[src/hdl/dft_pkg.sv]
// ----------------------------------------------------------------------------
// dft_pkg
// Shared types, constants and codes for the DShot frame transmitter.
// ----------------------------------------------------------------------------
package dft_pkg;

  localparam int CMD_FIFO_DEPTH = 8;
  localparam int FIFO_AW = (CMD_FIFO_DEPTH > 1) ? $clog2(CMD_FIFO_DEPTH) : 1;
  localparam int FIFO_CW = $clog2(CMD_FIFO_DEPTH + 1);

  localparam int JOBQ_DEPTH = 4;
  localparam int JOBQ_AW = $clog2(JOBQ_DEPTH);
  localparam int JOBQ_CW = $clog2(JOBQ_DEPTH + 1);

  localparam int OP_W = 2;
  localparam int RAW_W = 16;
  localparam int VAL_W = 11;
  localparam int CYC_W = 16;
  localparam int WORD_W = 16;
  localparam int BIT_CNT_W = 4;
  localparam int CFG_IDX_W = 3;
  localparam int CFG_DATA_W = 16;

  localparam logic [3:0] NIBBLE_MASK = 4'hF;

  localparam logic [CYC_W-1:0] HIGH_ONE_RST = 16'd15;
  localparam logic [CYC_W-1:0] LOW_ONE_RST = 16'd5;
  localparam logic [CYC_W-1:0] HIGH_ZERO_RST = 16'd8;
  localparam logic [CYC_W-1:0] LOW_ZERO_RST = 16'd12;
  localparam logic [VAL_W-1:0] THROTTLE_MIN_RST = 11'd48;
  localparam logic [VAL_W-1:0] THROTTLE_MAX_RST = 11'd2047;
  localparam logic [VAL_W-1:0] COMMAND_MIN_RST = 11'd1;

  typedef enum logic [OP_W-1:0] {
    OP_WRITE = 2'd0,
    OP_TELEM = 2'd1,
    OP_TICK  = 2'd2
  } op_t;

  typedef enum logic [CFG_IDX_W-1:0] {
    REG_HIGH_ONE   = 3'd0,
    REG_LOW_ONE    = 3'd1,
    REG_HIGH_ZERO  = 3'd2,
    REG_LOW_ZERO   = 3'd3,
    REG_TELEM_ALL  = 3'd4,
    REG_THR_MIN    = 3'd5,
    REG_THR_MAX    = 3'd6,
    REG_CMD_MIN    = 3'd7
  } reg_idx_t;

  typedef struct packed {
    logic [CYC_W-1:0] high_one;
    logic [CYC_W-1:0] low_one;
    logic [CYC_W-1:0] high_zero;
    logic [CYC_W-1:0] low_zero;
    logic             telemetry_always;
    logic [VAL_W-1:0] throttle_min;
    logic [VAL_W-1:0] throttle_max;
    logic [VAL_W-1:0] command_min;
  } cfg_t;

  typedef struct packed {
    logic              is_frame;
    logic              accepted;
    logic [WORD_W-1:0] word;
  } job_t;

endpackage

[src/hdl/dft_cfg_if.sv]
// ----------------------------------------------------------------------------
// dft_cfg_if
// Register write channel: index and data with valid/ready.
// ----------------------------------------------------------------------------
interface dft_cfg_if;
  import dft_pkg::*;

  logic                  valid;
  logic                  ready;
  logic [CFG_IDX_W-1:0]  index;
  logic [CFG_DATA_W-1:0] data;

  modport source (output valid, index, data, input ready);
  modport sink (input valid, index, data, output ready);
endinterface

[src/hdl/dft_req_if.sv]
// ----------------------------------------------------------------------------
// dft_req_if
// Request channel: op code and raw value with valid/ready.
// ----------------------------------------------------------------------------
interface dft_req_if;
  import dft_pkg::*;

  logic             valid;
  logic             ready;
  logic [OP_W-1:0]  op;
  logic [RAW_W-1:0] raw_value;

  modport source (output valid, op, raw_value, input ready);
  modport sink (input valid, op, raw_value, output ready);
endinterface

[src/hdl/dft_rsp_if.sv]
// ----------------------------------------------------------------------------
// dft_rsp_if
// Result channel: acknowledges and frame bit pulses with valid/ready.
// ----------------------------------------------------------------------------
interface dft_rsp_if;
  import dft_pkg::*;

  logic              valid;
  logic              ready;
  logic              is_bit;
  logic              accepted;
  logic              bit_value;
  logic [CYC_W-1:0]  high_width;
  logic [CYC_W-1:0]  low_width;
  logic [WORD_W-1:0] frame_word;
  logic              last;

  modport source (output valid, is_bit, accepted, bit_value, high_width, low_width,
                  frame_word, last, input ready);
  modport sink (input valid, is_bit, accepted, bit_value, high_width, low_width,
                frame_word, last, output ready);
endinterface

[src/hdl/dft_cfg_regs.sv]
// ----------------------------------------------------------------------------
// dft_cfg_regs
// Configuration register file; always ready for a write.
// ----------------------------------------------------------------------------
module dft_cfg_regs (
  input  logic         clk,
  input  logic         rst,
  dft_cfg_if.sink      cfg,
  output dft_pkg::cfg_t regs
);
  import dft_pkg::*;

  assign cfg.ready = 1'b1;

  always_ff @(posedge clk) begin
    if (rst) begin
      regs.high_one <= HIGH_ONE_RST;
      regs.low_one <= LOW_ONE_RST;
      regs.high_zero <= HIGH_ZERO_RST;
      regs.low_zero <= LOW_ZERO_RST;
      regs.telemetry_always <= 1'b0;
      regs.throttle_min <= THROTTLE_MIN_RST;
      regs.throttle_max <= THROTTLE_MAX_RST;
      regs.command_min <= COMMAND_MIN_RST;
    end else if (cfg.valid) begin
      unique case (reg_idx_t'(cfg.index))
        REG_HIGH_ONE:  regs.high_one <= cfg.data;
        REG_LOW_ONE:   regs.low_one <= cfg.data;
        REG_HIGH_ZERO: regs.high_zero <= cfg.data;
        REG_LOW_ZERO:  regs.low_zero <= cfg.data;
        REG_TELEM_ALL: regs.telemetry_always <= cfg.data[0];
        REG_THR_MIN:   regs.throttle_min <= cfg.data[VAL_W-1:0];
        REG_THR_MAX:   regs.throttle_max <= cfg.data[VAL_W-1:0];
        REG_CMD_MIN:   regs.command_min <= cfg.data[VAL_W-1:0];
        default: begin
        end
      endcase
    end
  end
endmodule

[src/hdl/dft_front.sv]
// ----------------------------------------------------------------------------
// dft_front
// Sorts requests, keeps command FIFO, throttle mailbox and telemetry flag,
// and builds frame words; every request leaves one job for the back end.
// ----------------------------------------------------------------------------
module dft_front (
  input  logic          clk,
  input  logic          rst,
  input  dft_pkg::cfg_t cfg,
  dft_req_if.sink       req,
  input  logic          q_full,
  output logic          push,
  output dft_pkg::job_t push_job
);
  import dft_pkg::*;

  logic [VAL_W-1:0]   fifo [CMD_FIFO_DEPTH];
  logic [FIFO_CW-1:0] cnt, cnt_next;
  logic [FIFO_AW-1:0] rd_ptr, rd_ptr_next;
  logic [VAL_W-1:0]   mbox_value, mbox_value_next;
  logic               mbox_full, mbox_full_next;
  logic [VAL_W-1:0]   cur_value, cur_value_next;
  logic               pending, pending_next;

  logic               fifo_we;
  logic [FIFO_AW-1:0] wr_idx;
  logic [FIFO_CW:0]   wr_sum;
  logic [VAL_W-1:0]   clamped;
  logic [VAL_W-1:0]   sel_value;
  logic               telem;
  logic [11:0]        payload;
  logic [3:0]         csum;

  assign req.ready = !q_full;
  assign push = req.valid && req.ready;

  assign wr_sum = (FIFO_CW+1)'(rd_ptr) + (FIFO_CW+1)'(cnt);
  assign wr_idx = (wr_sum >= (FIFO_CW+1)'(CMD_FIFO_DEPTH))
                  ? FIFO_AW'(wr_sum - (FIFO_CW+1)'(CMD_FIFO_DEPTH))
                  : FIFO_AW'(wr_sum);
  assign clamped = (req.raw_value > RAW_W'(cfg.throttle_max))
                   ? cfg.throttle_max : req.raw_value[VAL_W-1:0];

  always_comb begin
    if (cnt != '0) begin
      sel_value = fifo[rd_ptr];
    end else if (mbox_full) begin
      sel_value = mbox_value;
    end else begin
      sel_value = cur_value;
    end
    telem = cfg.telemetry_always || pending;
    payload = {sel_value, telem};
    csum = (payload[3:0] ^ payload[7:4] ^ payload[11:8]) & NIBBLE_MASK;
  end

  always_comb begin
    cnt_next = cnt;
    rd_ptr_next = rd_ptr;
    mbox_value_next = mbox_value;
    mbox_full_next = mbox_full;
    cur_value_next = cur_value;
    pending_next = pending;
    fifo_we = 1'b0;
    push_job = '{is_frame: 1'b0, accepted: 1'b0, word: '0};
    unique case (op_t'(req.op))
      OP_WRITE: begin
        if (req.raw_value >= RAW_W'(cfg.throttle_min)) begin
          push_job.accepted = 1'b1;
          if (push) begin
            mbox_value_next = clamped;
            mbox_full_next = 1'b1;
          end
        end else if (req.raw_value >= RAW_W'(cfg.command_min)
                     && cnt != FIFO_CW'(CMD_FIFO_DEPTH)) begin
          push_job.accepted = 1'b1;
          fifo_we = push;
          if (push) begin
            cnt_next = cnt + 1'b1;
          end
        end
      end
      OP_TELEM: begin
        push_job.accepted = 1'b1;
        if (push) begin
          pending_next = 1'b1;
        end
      end
      OP_TICK: begin
        push_job.is_frame = 1'b1;
        push_job.word = {payload, csum};
        if (push) begin
          cur_value_next = sel_value;
          if (cnt != '0) begin
            cnt_next = cnt - 1'b1;
            rd_ptr_next = (rd_ptr == FIFO_AW'(CMD_FIFO_DEPTH - 1)) ? '0 : rd_ptr + 1'b1;
          end else if (mbox_full) begin
            mbox_full_next = 1'b0;
          end
          if (!cfg.telemetry_always) begin
            pending_next = 1'b0;
          end
        end
      end
      default: begin
      end
    endcase
  end

  always_ff @(posedge clk) begin
    if (rst) begin
      cnt <= '0;
      rd_ptr <= '0;
      mbox_full <= 1'b0;
      cur_value <= THROTTLE_MIN_RST;
      pending <= 1'b0;
    end else begin
      cnt <= cnt_next;
      rd_ptr <= rd_ptr_next;
      mbox_full <= mbox_full_next;
      cur_value <= cur_value_next;
      pending <= pending_next;
    end
  end

  always_ff @(posedge clk) begin
    mbox_value <= mbox_value_next;
    if (fifo_we) begin
      fifo[wr_idx] <= req.raw_value[VAL_W-1:0];
    end
  end
endmodule

[src/hdl/dft_jobq.sv]
// ----------------------------------------------------------------------------
// dft_jobq
// Short job queue between the front end and the bit serializer.
// ----------------------------------------------------------------------------
module dft_jobq (
  input  logic          clk,
  input  logic          rst,
  input  logic          push,
  input  dft_pkg::job_t push_job,
  output logic          full,
  input  logic          pop,
  output logic          head_valid,
  output dft_pkg::job_t head_job
);
  import dft_pkg::*;

  job_t               mem [JOBQ_DEPTH];
  logic [JOBQ_AW-1:0] wr_ptr;
  logic [JOBQ_AW-1:0] rd_ptr;
  logic [JOBQ_CW-1:0] count;

  assign full = (count == JOBQ_CW'(JOBQ_DEPTH));
  assign head_valid = (count != '0);
  assign head_job = mem[rd_ptr];

  always_ff @(posedge clk) begin
    if (rst) begin
      wr_ptr <= '0;
      rd_ptr <= '0;
      count <= '0;
    end else begin
      if (push) begin
        wr_ptr <= wr_ptr + 1'b1;
      end
      if (pop) begin
        rd_ptr <= rd_ptr + 1'b1;
      end
      if (push && !pop) begin
        count <= count + 1'b1;
      end else if (pop && !push) begin
        count <= count - 1'b1;
      end
    end
  end

  always_ff @(posedge clk) begin
    if (push) begin
      mem[wr_ptr] <= push_job;
    end
  end
endmodule

[src/hdl/dft_back.sv]
// ----------------------------------------------------------------------------
// dft_back
// Turns jobs into results: one acknowledge, or sixteen bit pulses MSB first,
// through a registered output stage.
// ----------------------------------------------------------------------------
module dft_back (
  input  logic          clk,
  input  logic          rst,
  input  dft_pkg::cfg_t cfg,
  input  logic          head_valid,
  input  dft_pkg::job_t head_job,
  output logic          pop,
  dft_rsp_if.source     rsp
);
  import dft_pkg::*;

  logic                 active;
  logic [WORD_W-1:0]    shreg;
  logic [BIT_CNT_W-1:0] bits_left;
  logic [WORD_W-1:0]    word;
  logic                 load;
  logic                 nbit;

  assign load = (!rsp.valid || rsp.ready) && (active || head_valid);
  assign pop = load && !active;
  assign nbit = active ? shreg[WORD_W-1] : head_job.word[WORD_W-1];

  always_ff @(posedge clk) begin
    if (rst) begin
      rsp.valid <= 1'b0;
      active <= 1'b0;
    end else if (load) begin
      rsp.valid <= 1'b1;
      if (active) begin
        active <= (bits_left != BIT_CNT_W'(1));
      end else begin
        active <= head_job.is_frame;
      end
    end else if (rsp.ready) begin
      rsp.valid <= 1'b0;
    end
  end

  always_ff @(posedge clk) begin
    if (load) begin
      if (active) begin
        shreg <= shreg << 1;
        bits_left <= bits_left - 1'b1;
        rsp.is_bit <= 1'b1;
        rsp.accepted <= 1'b0;
        rsp.bit_value <= nbit;
        rsp.high_width <= nbit ? cfg.high_one : cfg.high_zero;
        rsp.low_width <= nbit ? cfg.low_one : cfg.low_zero;
        rsp.frame_word <= word;
        rsp.last <= (bits_left == BIT_CNT_W'(1));
      end else if (head_job.is_frame) begin
        word <= head_job.word;
        shreg <= head_job.word << 1;
        bits_left <= BIT_CNT_W'(WORD_W - 1);
        rsp.is_bit <= 1'b1;
        rsp.accepted <= 1'b0;
        rsp.bit_value <= nbit;
        rsp.high_width <= nbit ? cfg.high_one : cfg.high_zero;
        rsp.low_width <= nbit ? cfg.low_one : cfg.low_zero;
        rsp.frame_word <= head_job.word;
        rsp.last <= 1'b0;
      end else begin
        rsp.is_bit <= 1'b0;
        rsp.accepted <= head_job.accepted;
        rsp.bit_value <= 1'b0;
        rsp.high_width <= '0;
        rsp.low_width <= '0;
        rsp.frame_word <= '0;
        rsp.last <= 1'b1;
      end
    end
  end
endmodule

[src/hdl/dshot_frame_transmitter.sv]
// ----------------------------------------------------------------------------
// dshot_frame_transmitter
// DShot command transmitter: request sorting, frame building, bit pulses.
// ----------------------------------------------------------------------------
// Channels: cfg writes one of eight registers (pulse widths, telemetry mode,
// throttle and command limits) and is always ready. req takes a value write,
// a telemetry-once request or a frame tick. rsp returns one acknowledge per
// write, request or unused op, and sixteen bit words per frame tick, MSB
// first, each with its high and low cycle counts and the whole frame word.
// A taken req word goes into the job queue, and the back end then loads it
// into the registered output stage. req takes one word per cycle while the
// queue is not full; acknowledges leave at one per cycle while rsp.ready is
// high; a frame fills rsp with sixteen bit words. The four-entry job queue
// between front end and serializer lets req flow during a frame until full.
// Reset: registers return to their defaults, FIFO and mailbox are empty,
// the value sent by an idle tick is 48, and rsp goes invalid.
// When the receiver holds rsp.ready low the output word holds steady and
// the queue fills, then req.ready drops.
// ----------------------------------------------------------------------------
module dshot_frame_transmitter (
  input  logic      clk,
  input  logic      rst,
  dft_cfg_if.sink   cfg,
  dft_req_if.sink   req,
  dft_rsp_if.source rsp
);
  import dft_pkg::*;

  cfg_t regs;
  logic push;
  job_t push_job;
  logic q_full;
  logic pop;
  logic head_valid;
  job_t head_job;

  dft_cfg_regs u_cfg (
    .clk  (clk),
    .rst  (rst),
    .cfg  (cfg),
    .regs (regs)
  );

  dft_front u_front (
    .clk      (clk),
    .rst      (rst),
    .cfg      (regs),
    .req      (req),
    .q_full   (q_full),
    .push     (push),
    .push_job (push_job)
  );

  dft_jobq u_jobq (
    .clk        (clk),
    .rst        (rst),
    .push       (push),
    .push_job   (push_job),
    .full       (q_full),
    .pop        (pop),
    .head_valid (head_valid),
    .head_job   (head_job)
  );

  dft_back u_back (
    .clk        (clk),
    .rst        (rst),
    .cfg        (regs),
    .head_valid (head_valid),
    .head_job   (head_job),
    .pop        (pop),
    .rsp        (rsp)
  );
endmodule

[src/flat_wrapper.sv]
// flat-port wrapper written by rule: the top's interface ports become plain ports
module dshot_frame_transmitter_flat import dft_pkg::*;
  (clk, rst, cfg_valid, cfg_index, cfg_data, cfg_ready, req_valid, req_op, req_raw_value, req_ready, rsp_valid, rsp_is_bit, rsp_accepted, rsp_bit_value, rsp_high_width, rsp_low_width, rsp_frame_word, rsp_last, rsp_ready);
  dft_cfg_if cfg_i ();
  dft_req_if req_i ();
  dft_rsp_if rsp_i ();
  input  logic clk;
  input  logic rst;
  input wire logic [$bits(cfg_i.valid)-1:0] cfg_valid;
  input wire logic [$bits(cfg_i.index)-1:0] cfg_index;
  input wire logic [$bits(cfg_i.data)-1:0] cfg_data;
  output wire logic [$bits(cfg_i.ready)-1:0] cfg_ready;
  input wire logic [$bits(req_i.valid)-1:0] req_valid;
  input wire logic [$bits(req_i.op)-1:0] req_op;
  input wire logic [$bits(req_i.raw_value)-1:0] req_raw_value;
  output wire logic [$bits(req_i.ready)-1:0] req_ready;
  output wire logic [$bits(rsp_i.valid)-1:0] rsp_valid;
  output wire logic [$bits(rsp_i.is_bit)-1:0] rsp_is_bit;
  output wire logic [$bits(rsp_i.accepted)-1:0] rsp_accepted;
  output wire logic [$bits(rsp_i.bit_value)-1:0] rsp_bit_value;
  output wire logic [$bits(rsp_i.high_width)-1:0] rsp_high_width;
  output wire logic [$bits(rsp_i.low_width)-1:0] rsp_low_width;
  output wire logic [$bits(rsp_i.frame_word)-1:0] rsp_frame_word;
  output wire logic [$bits(rsp_i.last)-1:0] rsp_last;
  input wire logic [$bits(rsp_i.ready)-1:0] rsp_ready;
  assign cfg_i.valid = cfg_valid;
  assign cfg_i.index = cfg_index;
  assign cfg_i.data = cfg_data;
  assign cfg_ready = cfg_i.ready;
  assign req_i.valid = req_valid;
  assign req_i.op = req_op;
  assign req_i.raw_value = req_raw_value;
  assign req_ready = req_i.ready;
  assign rsp_valid = rsp_i.valid;
  assign rsp_is_bit = rsp_i.is_bit;
  assign rsp_accepted = rsp_i.accepted;
  assign rsp_bit_value = rsp_i.bit_value;
  assign rsp_high_width = rsp_i.high_width;
  assign rsp_low_width = rsp_i.low_width;
  assign rsp_frame_word = rsp_i.frame_word;
  assign rsp_last = rsp_i.last;
  assign rsp_i.ready = rsp_ready;
  dshot_frame_transmitter u_core (.clk(clk), .rst(rst), .cfg(cfg_i), .req(req_i), .rsp(rsp_i));
endmodule
[config.mk]
export PLATFORM = sky130hd
export DESIGN_NAME = dshot_frame_transmitter_flat
export DESIGN_NICKNAME = d
export VERILOG_FILES = /design/src/hdl/dft_pkg.sv /design/src/hdl/dft_cfg_if.sv /design/src/hdl/dft_req_if.sv /design/src/hdl/dft_rsp_if.sv /design/src/hdl/dft_cfg_regs.sv /design/src/hdl/dft_front.sv /design/src/hdl/dft_jobq.sv /design/src/hdl/dft_back.sv /design/src/hdl/dshot_frame_transmitter.sv /design/src/flat_wrapper.sv
export SDC_FILE = /design/constraint.sdc
export NUM_CORES = 1
export LEC_CHECK = 0
export ABC_AREA = 1
export BUFFER_PORTS_ARGS = -buffer_cell sky130_fd_sc_hd__buf_2
export CORE_UTILIZATION = 30
export DETAILED_ROUTE_END_ITERATION = 8
export GPL_ROUTABILITY_DRIVEN = 0
export SLEW_MARGIN = 20
export SYNTH_ARGS = -nofsm -noshare
export SYNTH_HDL_FRONTEND = slang
export SYNTH_SLANG_ARGS = --single-unit
export TNS_END_PERCENT = 50
[constraint.sdc]
create_clock -name clk -period 6.55 [get_ports clk]
set_clock_uncertainty 0.15 [all_clocks]
set_input_delay 0.3275 -clock clk [delete_from_list [all_inputs] [get_ports clk]]
set_output_delay 0.3275 -clock clk [all_outputs]
set_load 0.03 [all_outputs]
After elaboration in Yosys (flattened, before gate mapping)
Memory sizes are Yosys's and may differ from the RTL's. A register that Yosys moved wholly into a read port is not among the register bits.
Index checks and enable logic that the tools add are counted.

storage, ports and cells
  bits in writable memories = 160
  register bits after elaboration = 225
  memories kept = 2
  logic and storage cells = 170

operators by class
  eq/ne operators = 23
  reduce and logical (&&, ||, !) cells = 40
  add/subtract/negate cells = 10
  bitwise operators = 3
  magnitude comparators = 4
  muxes and demuxes = 58

memory list
  name                 words  width  read ports  clocked after Yosys merged registers in  write ports  line             source
  u_core.u_front.fifo  8      11     1           1                                        1            dft_front.sv:17  logic [VAL_W-1:0] fifo [CMD_FIFO_DEPTH];
  u_core.u_jobq.mem    4      18     1           1                                        1            dft_jobq.sv:17   job_t mem [JOBQ_DEPTH];

operators with widths
  kind                                                                   count
  16-bit two-way mux                                                     11
  11-bit two-way mux                                                     3
  16-bit by 11-bit >= comparator with 1-bit output                       2
  4-bit two-way mux                                                      7
  1-bit two-way mux                                                      25
  2-bit AND reduction                                                    10
  3-bit == test, second input constant                                   6
  3-bit two-way mux                                                      6
  2-bit inequality test, second input constant                           9
  16-bit by 11-bit > comparator with 1-bit output                        1
  2-bit nonzero test                                                     5
  3-bit AND reduction                                                    3
  4-bit case mux with 2 select lines                                     1
  4-bit by 1-bit subtractor with 4-bit output, second input constant     2
  4-bit XOR                                                              2
  3-bit by 1-bit adder with 3-bit output, second input constant          2
  3-bit by 2-bit == test with 1-bit output, second input constant        2
  1-bit logical AND                                                      6
  1-bit case mux with 2 select lines                                     3
  6-bit AND reduction                                                    1
  3-bit by 1-bit subtractor with 3-bit output, second input constant     2
  3-bit by 4-bit adder with 5-bit output                                 1
  5-bit by 4-bit >= comparator with 1-bit output, second input constant  1
  1-bit logical NOT                                                      5
  other kinds (18)                                                       22

Depth between registers and ports, before layout
Gate-level depths: netlist of the first run.

  word-level depth = 8
  gate-level depth with buffers = 16
  gate-level depth less buffers = 16

By module
From an unflattened synthesis of the first run, not the netlist that was laid out.

second synthesis, totals
  cells, all modules = 1789
  area, all modules = 17220.3 um2

modules (own cells, without submodules)
  module        cells each  sequential area each (um2)  instances  area each (um2)
  dft_front     690         3433.3                      1          6513.7
  dft_cfg_regs  546         1961.9                      1          3863.7
  dft_back      320         2652.5                      1          3687.3
  dft_jobq      233         2342.2                      1          3155.5

Worst setup path after synthesis of the first run
OpenSTA, ideal clock, no wires.

  kind = reg2reg
  start point = register u_core.u_jobq.count[2]
  end point = register u_core.u_back.word[0] (enable)
  setup slack = 1.214 ns
  data required time = 6.010 ns
  stages on the path, launching flop included = 5
  arrival time = 4.796 ns
  buffers on the path = 0
  setup time = 0.390 ns
  cell sequence = dfxtp_1 inv_1 a31oi_1 nand2_1 nor2_1

between the ends
  longest elaborated chain between the ends = 4

RTL lines
  item                           line            source
  start, declared                dft_jobq.sv:20  logic [JOBQ_CW-1:0] count;
  start signal, assigned         dft_jobq.sv:39  count <= count + 1'b1;
  start signal, assigned         dft_jobq.sv:41  count <= count - 1'b1;
  3-bit nonzero test             dft_jobq.sv:23  assign head_valid = (count != '0);
  1-bit logical OR               dft_back.sv:24  assign load = (!rsp.valid || rsp.ready) && (active || head_valid);
  1-bit logical AND              dft_back.sv:24
  net u_core.u_back.load         dft_back.sv:21  logic load;
  3-bit AND reduction (no line)  --
  end signal, assigned           dft_back.sv:57  word <= head_job.word;
  end, declared                  dft_back.sv:20  logic [WORD_W-1:0] word;

The timed path passes the listed nets, and every way through them passes these cells.
A chain may end at the register's enable or synchronous reset.

==> metrics.csv, run 1 <==
metric;value;unit
outcome;finished, final reports clean;
rows;85;
combPwrFrac;0.259;
clock-sinks;390;
antenna_found_initial;2;
clk_latency;0.56;ns
min_period;3.22;ns
hpwl;26800;um
drcViolationCount;0;
post-cts-setup-buffer-count;0;
crit_fanout;33;
critPathCaptureType;register;
arrival;3.46;ns
p_int;5.17;mW
fp.dieH;237;um
ys_warn_count;0;
layout.nets;1819;
coreArea;54100;um2
p_clk_frac;0.310;
vdd.ir_drop.worst;195;uV
die_w;237;um
ff2ff_path_depth;8;
synth_area;16500;um2
synth_most_common_cell;nor2_1;
first_iter_violations;993;
slew_headroom;0.317;
cellLeakagePower;7.50;nW
grt_usage;0.144;
fillCellCount;5319;
cts_tree;done;
antenna_left;0;
timing.setup.tns;0;ns
grt_start_max_net_pins;106;
worstHoldPathType;in -> reg;
synth_area_leader_cell;edfxtp_1;
final.period_utilization;0.491;
viasPerCell;4.82;
total_power;7.80;mW
switching_power;2.63;mW
crit_type;reg -> reg;
switching_share;0.337;
overflow;0;
cts_resized;0;
crit_required;6.80;ns
cts_hold_buf;19;
ios;97;
root_buffer;clkbuf_16;
synthToLayoutAreaGrowth;16.0;%
maxCapViolations;0;
yosysTopAreaCellShare;0.469;
cts-buffers-inserted;42;
clk_pin_slew;0.06;ns
setup_viol;0;
grt_pass1_vias;11100;
critPathLaunchType;register;
syn_avg_cell_area;10.1;um2
final_cell_count_no_fill;2460;
tightestPinTransition;1.02;ns
synth_top_flop_cell;edfxtp_1;
wire_per_inst;16.6;um
die_area;56000;um2
timing.fmax;311;MHz
dp.cells;2362;
synth_edf_count;258;
port_buffers;95;
dr.pass1.iters;5;
layout-drive-gt1-share;0.113;
async_flop_share;0;
maxSlewViolCount;0;
power.density;407;nW/um2
yosysSeqAreaShare;0.629;
synthTopCellsByArea;edfxtp_1 (47%), dfxtp_1 (16%), nor2_1 (7.8%);
initial_core_util;0.305;
worstHoldPathCells;4;
vias;11900;
synth_cell_types;44;
grt_pass1_wl;63000;um
grt_setup_unrepaired;false;
clock_path_buffers;3;
totalWireLength;40900;um
final_hold_viol_count;0;
synth_nets;1728;
synthTopCellsByCount;nor2_1 (341), edfxtp_1 (258), nand2_1 (214);
htreeDepth;2;
netlist_instances;1638;
postSynthRegisterBits;390;
p_seq_frac;0.431;
final_util;0.354;
-- cells by family (layout without fill, tap and decap cells) --
| logic type | after synthesis | in the layout | synth area share |
|---|---|---|---|
| simple gates | 620 | 620 | 0.148 |
| flops | 390 | 390 | 0.629 |
| compound gates | 362 | 362 | 0.123 |
| buf+inv | 205 | 330 | 0.0546 |
| fa+ha+maj | 48 | 48 | 0.0377 |
| xor+xnor | 8 | 8 | 0.00424 |
| mux | 4 | 4 | 0.00258 |
| other cells | 1 | 2 | 0.000227 |
-- power groups by stage --
stage	clock network, mW	registers, mW	logic, mW
finish	2.41	3.36	2.02
global route	2.55	3.40	2.24
CTS	2.46	3.37	2.05
detailed placement	0	3.42	2.03
global placement	0	3.41	2.00
floorplan	0	3.74	1.11
-- critical path, cell delays in order (launching register included) --
cell     delay [ns]
dfxtp_1        0.76
inv_2          0.35
o21ai_1        0.21
o22ai_2        0.11
nand2_1        0.09
nand2_2        0.39
inv_2          0.71
nor2_1         0.08
nor2_1         0.18
-- cell usage in the layout (no fill, tap or decap), types with 3 or more instances in the layout --
master,instances
nor2_1,338
nor2_4,3
dfxtp_1,132
o21ai_1,13
buf_2,95
dlygate4sd3_1,19
a22o_1,15
inv_1,114
xor2_1,3
nand3_1,46
o211ai_1,32
clkinv_2,3
nand2_1,214
xnor2_1,5
clkbuf_1,6
edfxtp_1,258
inv_2,10
nand4_1,5
clkbuf_8,5
clkbuf_16,43
fa_1,3
ha_1,45
inv_6,3
buf_4,13
a21oi_1,68
nand3b_1,3
o221ai_1,3
clkinv_1,9
o21ai_0,205
nor3_1,3
bufinv_16,4
a21o_1,3
o22ai_1,14
nor2_2,6
-- registers in the layout (all words and copies together), names as in the netlist, 11 cells and up, named ones only --
signal                        count
u_core.u_cfg.regs                98
u_core.u_front.fifo              88
u_core.u_jobq.mem                72
u_core.u_back.rsp.frame_word     16
u_core.u_back.rsp.high_width     16
u_core.u_back.rsp.low_width      16
u_core.u_back.word               16
u_core.u_back.shreg              15
u_core.u_front.cur_value         11
u_core.u_front.mbox_value        11
-- area by class of cell --
cell class | count | area [um2] | area share
Clock buffer | 54 | 1170 | 0.0609
Multi-Input combinational cell | 1043 | 5250 | 0.274
Timing Repair Buffer | 127 | 763 | 0.0398
Antenna cell | 1 | 2.50 | 0.000131
Tap cell | 696 | 871 | 0.0455
Clock inverter | 24 | 245 | 0.0128
Sequential cell | 390 | 10400 | 0.542
Inverter | 125 | 472 | 0.0246
-- routing by layer --
layer | share of wire | global-route usage | vias up
li1 | - | - | 5763
met1 | 0.45 | 0.191 | 5699
met2 | 0.47 | 0.233 | 344
met3 | 0.061 | 0.0291 | 61
met4 | 0.023 | 0.0462 | 0
met5 | 0 | 0 | -
-- stage by stage --
step / cell area [um2] / hold WS [ns] / setup WS [ns]
3_3_place_gp: 17500 / 0.282 / 3.34
2_1_floorplan: 16500 / 0.274 / 1.21
4_1_cts: 19200 / 0.00226 / 3.30
6_report: 19200 / 0.0314 / 3.33
3_5_place_dp: 17600 / 0.295 / 3.29
5_1_grt: 19200 / 0.0173 / 3.08
-- worst paths after layout --
check	start	endpoint	slack, ns
max	register	u_core.u_back.rsp.high_width[1]	3.33
min	rsp_ready	u_core.u_back.rsp.valid	0.03
max reg2reg	register	u_core.u_back.rsp.high_width[1]	3.33
min reg2reg	u_core.u_cfg.regs[66]	u_core.u_cfg.regs[66]	0.31
Power figures use the tool's default switching activity.
==> run 2, diff against run 1 <==
clock period = 3.15 ns   (was 6.55 ns; I/O delays follow)
==> metrics.csv, run 2 (synthesis results as in run 1) <==
metric;value;unit
timing.fmax;391;MHz
die_w;237;um
grt_pass1_wl;63200;um
cts_tree;done;
ff2ff_path_depth;10;
crit_fanout;11;
antenna_found_initial;0;
cts-buffers-inserted;40;
worstHoldPathCells;6;
overflow;0;
power.density;818;nW/um2
n_antenna_cell;0;
timing.setup.tns;0;ns
hpwl;27700;um
reg2reg_to;u_core.u_jobq.mem[3][2];
drcViolationCount;0;
arrival;2.65;ns
outcome;finished, final reports clean;
htreeDepth;2;
mostFrequentLayoutCell;nor2_1;
final_cell_mix;nor2_1 (340), edfxtp_1 (258), nand2_1 (214), o21ai_0 (205), dfxtp_1 (132);
grt_pass1_vias;11300;
antenna_left;0;
initial_core_util;0.305;
setup_viol;0;
port_buffers;95;
reg_top3;u_core.u_cfg.regs x98, u_core.u_front.fifo x88, u_core.u_jobq.mem x72;
r2r_start;u_core.u_front.cnt[1];
final.setup.worst_slack;0.593;ns
largest_reg_flops;98;
die_area;56000;um2
first_iter_violations;961;
hold_end;u_core.u_front.mbox_value[9];
critPathLaunchType;input pin;
tightestPinTransition;0.723;ns
final_util;0.359;
cts_resized;0;
vias;12000;
totalWireLength;41200;um
crit_type;in -> reg;
largest_register;u_core.u_cfg.regs;
dpl_worst_slack;0.518;ns
vdd.ir_drop.worst;530;uV
layout.nets;1867;
path_cells;dlygate4sd3_1 > buf_2 > inv_1 > ha_1 > nand4_1 > nor2_1 > nor2_1 > nand2_1 > nand2_1 > nand2_1 > nand2_1 > nor2_1 > nand3_1 > nor2_1 > buf_4;
ios;97;
cellLeakagePower;7.66;nW
rrSetupSlack;0.62;ns
clock_path_buffers;3;
grt_setup_unrepaired;false;
max_stage_delay;0.52;ns
grt_usage;0.146;
fp.dieH;237;um
grt_start_max_net_pins;71;
wire_per_inst;16.5;um
slew_headroom;0.518;
clk_latency;0.59;ns
dp.cells;2391;
placed_area;17800;um2
crit_required;3.25;ns
path_buf_inv;4;
rows;85;
final.period_utilization;0.812;
viasPerCell;4.79;
cp_top_family;buffers and inverters;
maxSlewViolCount;0;
layout-drive-gt1-share;0.121;
final_cell_count_no_fill;2504;
coreArea;54100;um2
design_area;19500;um2
dr.pass1.iters;6;
critPathCaptureType;register;
min_period;2.56;ns
post-cts-setup-buffer-count;0;
clk_pin_slew;0.06;ns
final_hold_viol_count;0;
crit_path_top_delay_cell;dlygate4sd3_1;
holdCritStartpoint;req_raw_value[11];
worstHoldPathType;in -> reg;
maxCapViolations;0;
root_buffer;clkbuf_16;
synthToLayoutAreaGrowth;17.8;%
clock-sinks;390;
run 2: changes by cell type in the layout (fill, tap and decap cells not counted), sizes merged:
cell         previous run  this run
bufinv                  4         1
inv                   129       125
dlygate4sd3            19        40
clkinv                 14        15
diode                   1         0
buf                   108       137
clkinvlp                2         4
clkbuf                 54        53
run 2: per-stage QoR:
step / total power, mW / hold slack (ns)
6_report: 15.9 / 0.124
4_1_cts: 16.1 / 0.0953
3_3_place_gp: 11.4 / 0.285
5_1_grt: 16.7 / 0.183
3_5_place_dp: 11.5 / 0.291
2_1_floorplan: 10.1 / 0.106
run 2: layout make-up:
type                       instances  area, um2
multi-input combinational       1043       5240
inverter                         125        474
timing repair buffer             177       1220
fill                            5340      34700
clock inverter                    20        159
sequential                       390      10400
clock buffer                      53       1100
tap                              696        871
run 2: worst max path at each step:
stage	startpoint	endpoint	slack (ns)	cells after the start
5_1_grt	req_raw_value[0]	u_core.u_front.fifo[0][9]	0.42	15
6_report	req_raw_value[0]	u_core.u_front.fifo[7][2]	0.59	15
3_3_place_gp	req_raw_value[0]	u_core.u_front.fifo[1][2]	0.56	14
2_1_floorplan	u_core.u_back.rsp.valid	u_core.u_back.bits_left[0]	0.06	5
3_5_place_dp	req_raw_value[0]	u_core.u_front.fifo[0][4]	0.52	14
4_1_cts	req_raw_value[0]	u_core.u_front.fifo[0][7]	0.59	15
run 2: timing repair:
item / CTS / global route
setup endpoints to repair: 0 / 0
hold buffers: 40 / 0
endpoints found under the hold margin: 211 / 0
run 2: tightest hold or removal path, stage by stage:
cell	delay (ns)
buf_2	0.15
a2111oi_0	0.08
nand2_1	0.06
buf_4	0.16
nand3_1	0.08
nand2_1	0.06
run 2: where the power goes:
| group | internal, mW | switching (mW) | total, mW |
|---|---|---|---|
| Combinational | 1.21 | 3.17 | 4.39 |
| Sequential | 6.71 | 0.262 | 6.97 |
| Clock | 2.56 | 2.00 | 4.56 |
run 2: layer usage:
metal,track usage,vias to the layer above,share of wire
met2,0.240,365,0.47
li1,-,5855,-
met1,0.193,5723,0.44
met4,0.0453,0,0.024
met3,0.0274,58,0.064
met5,0,-,0
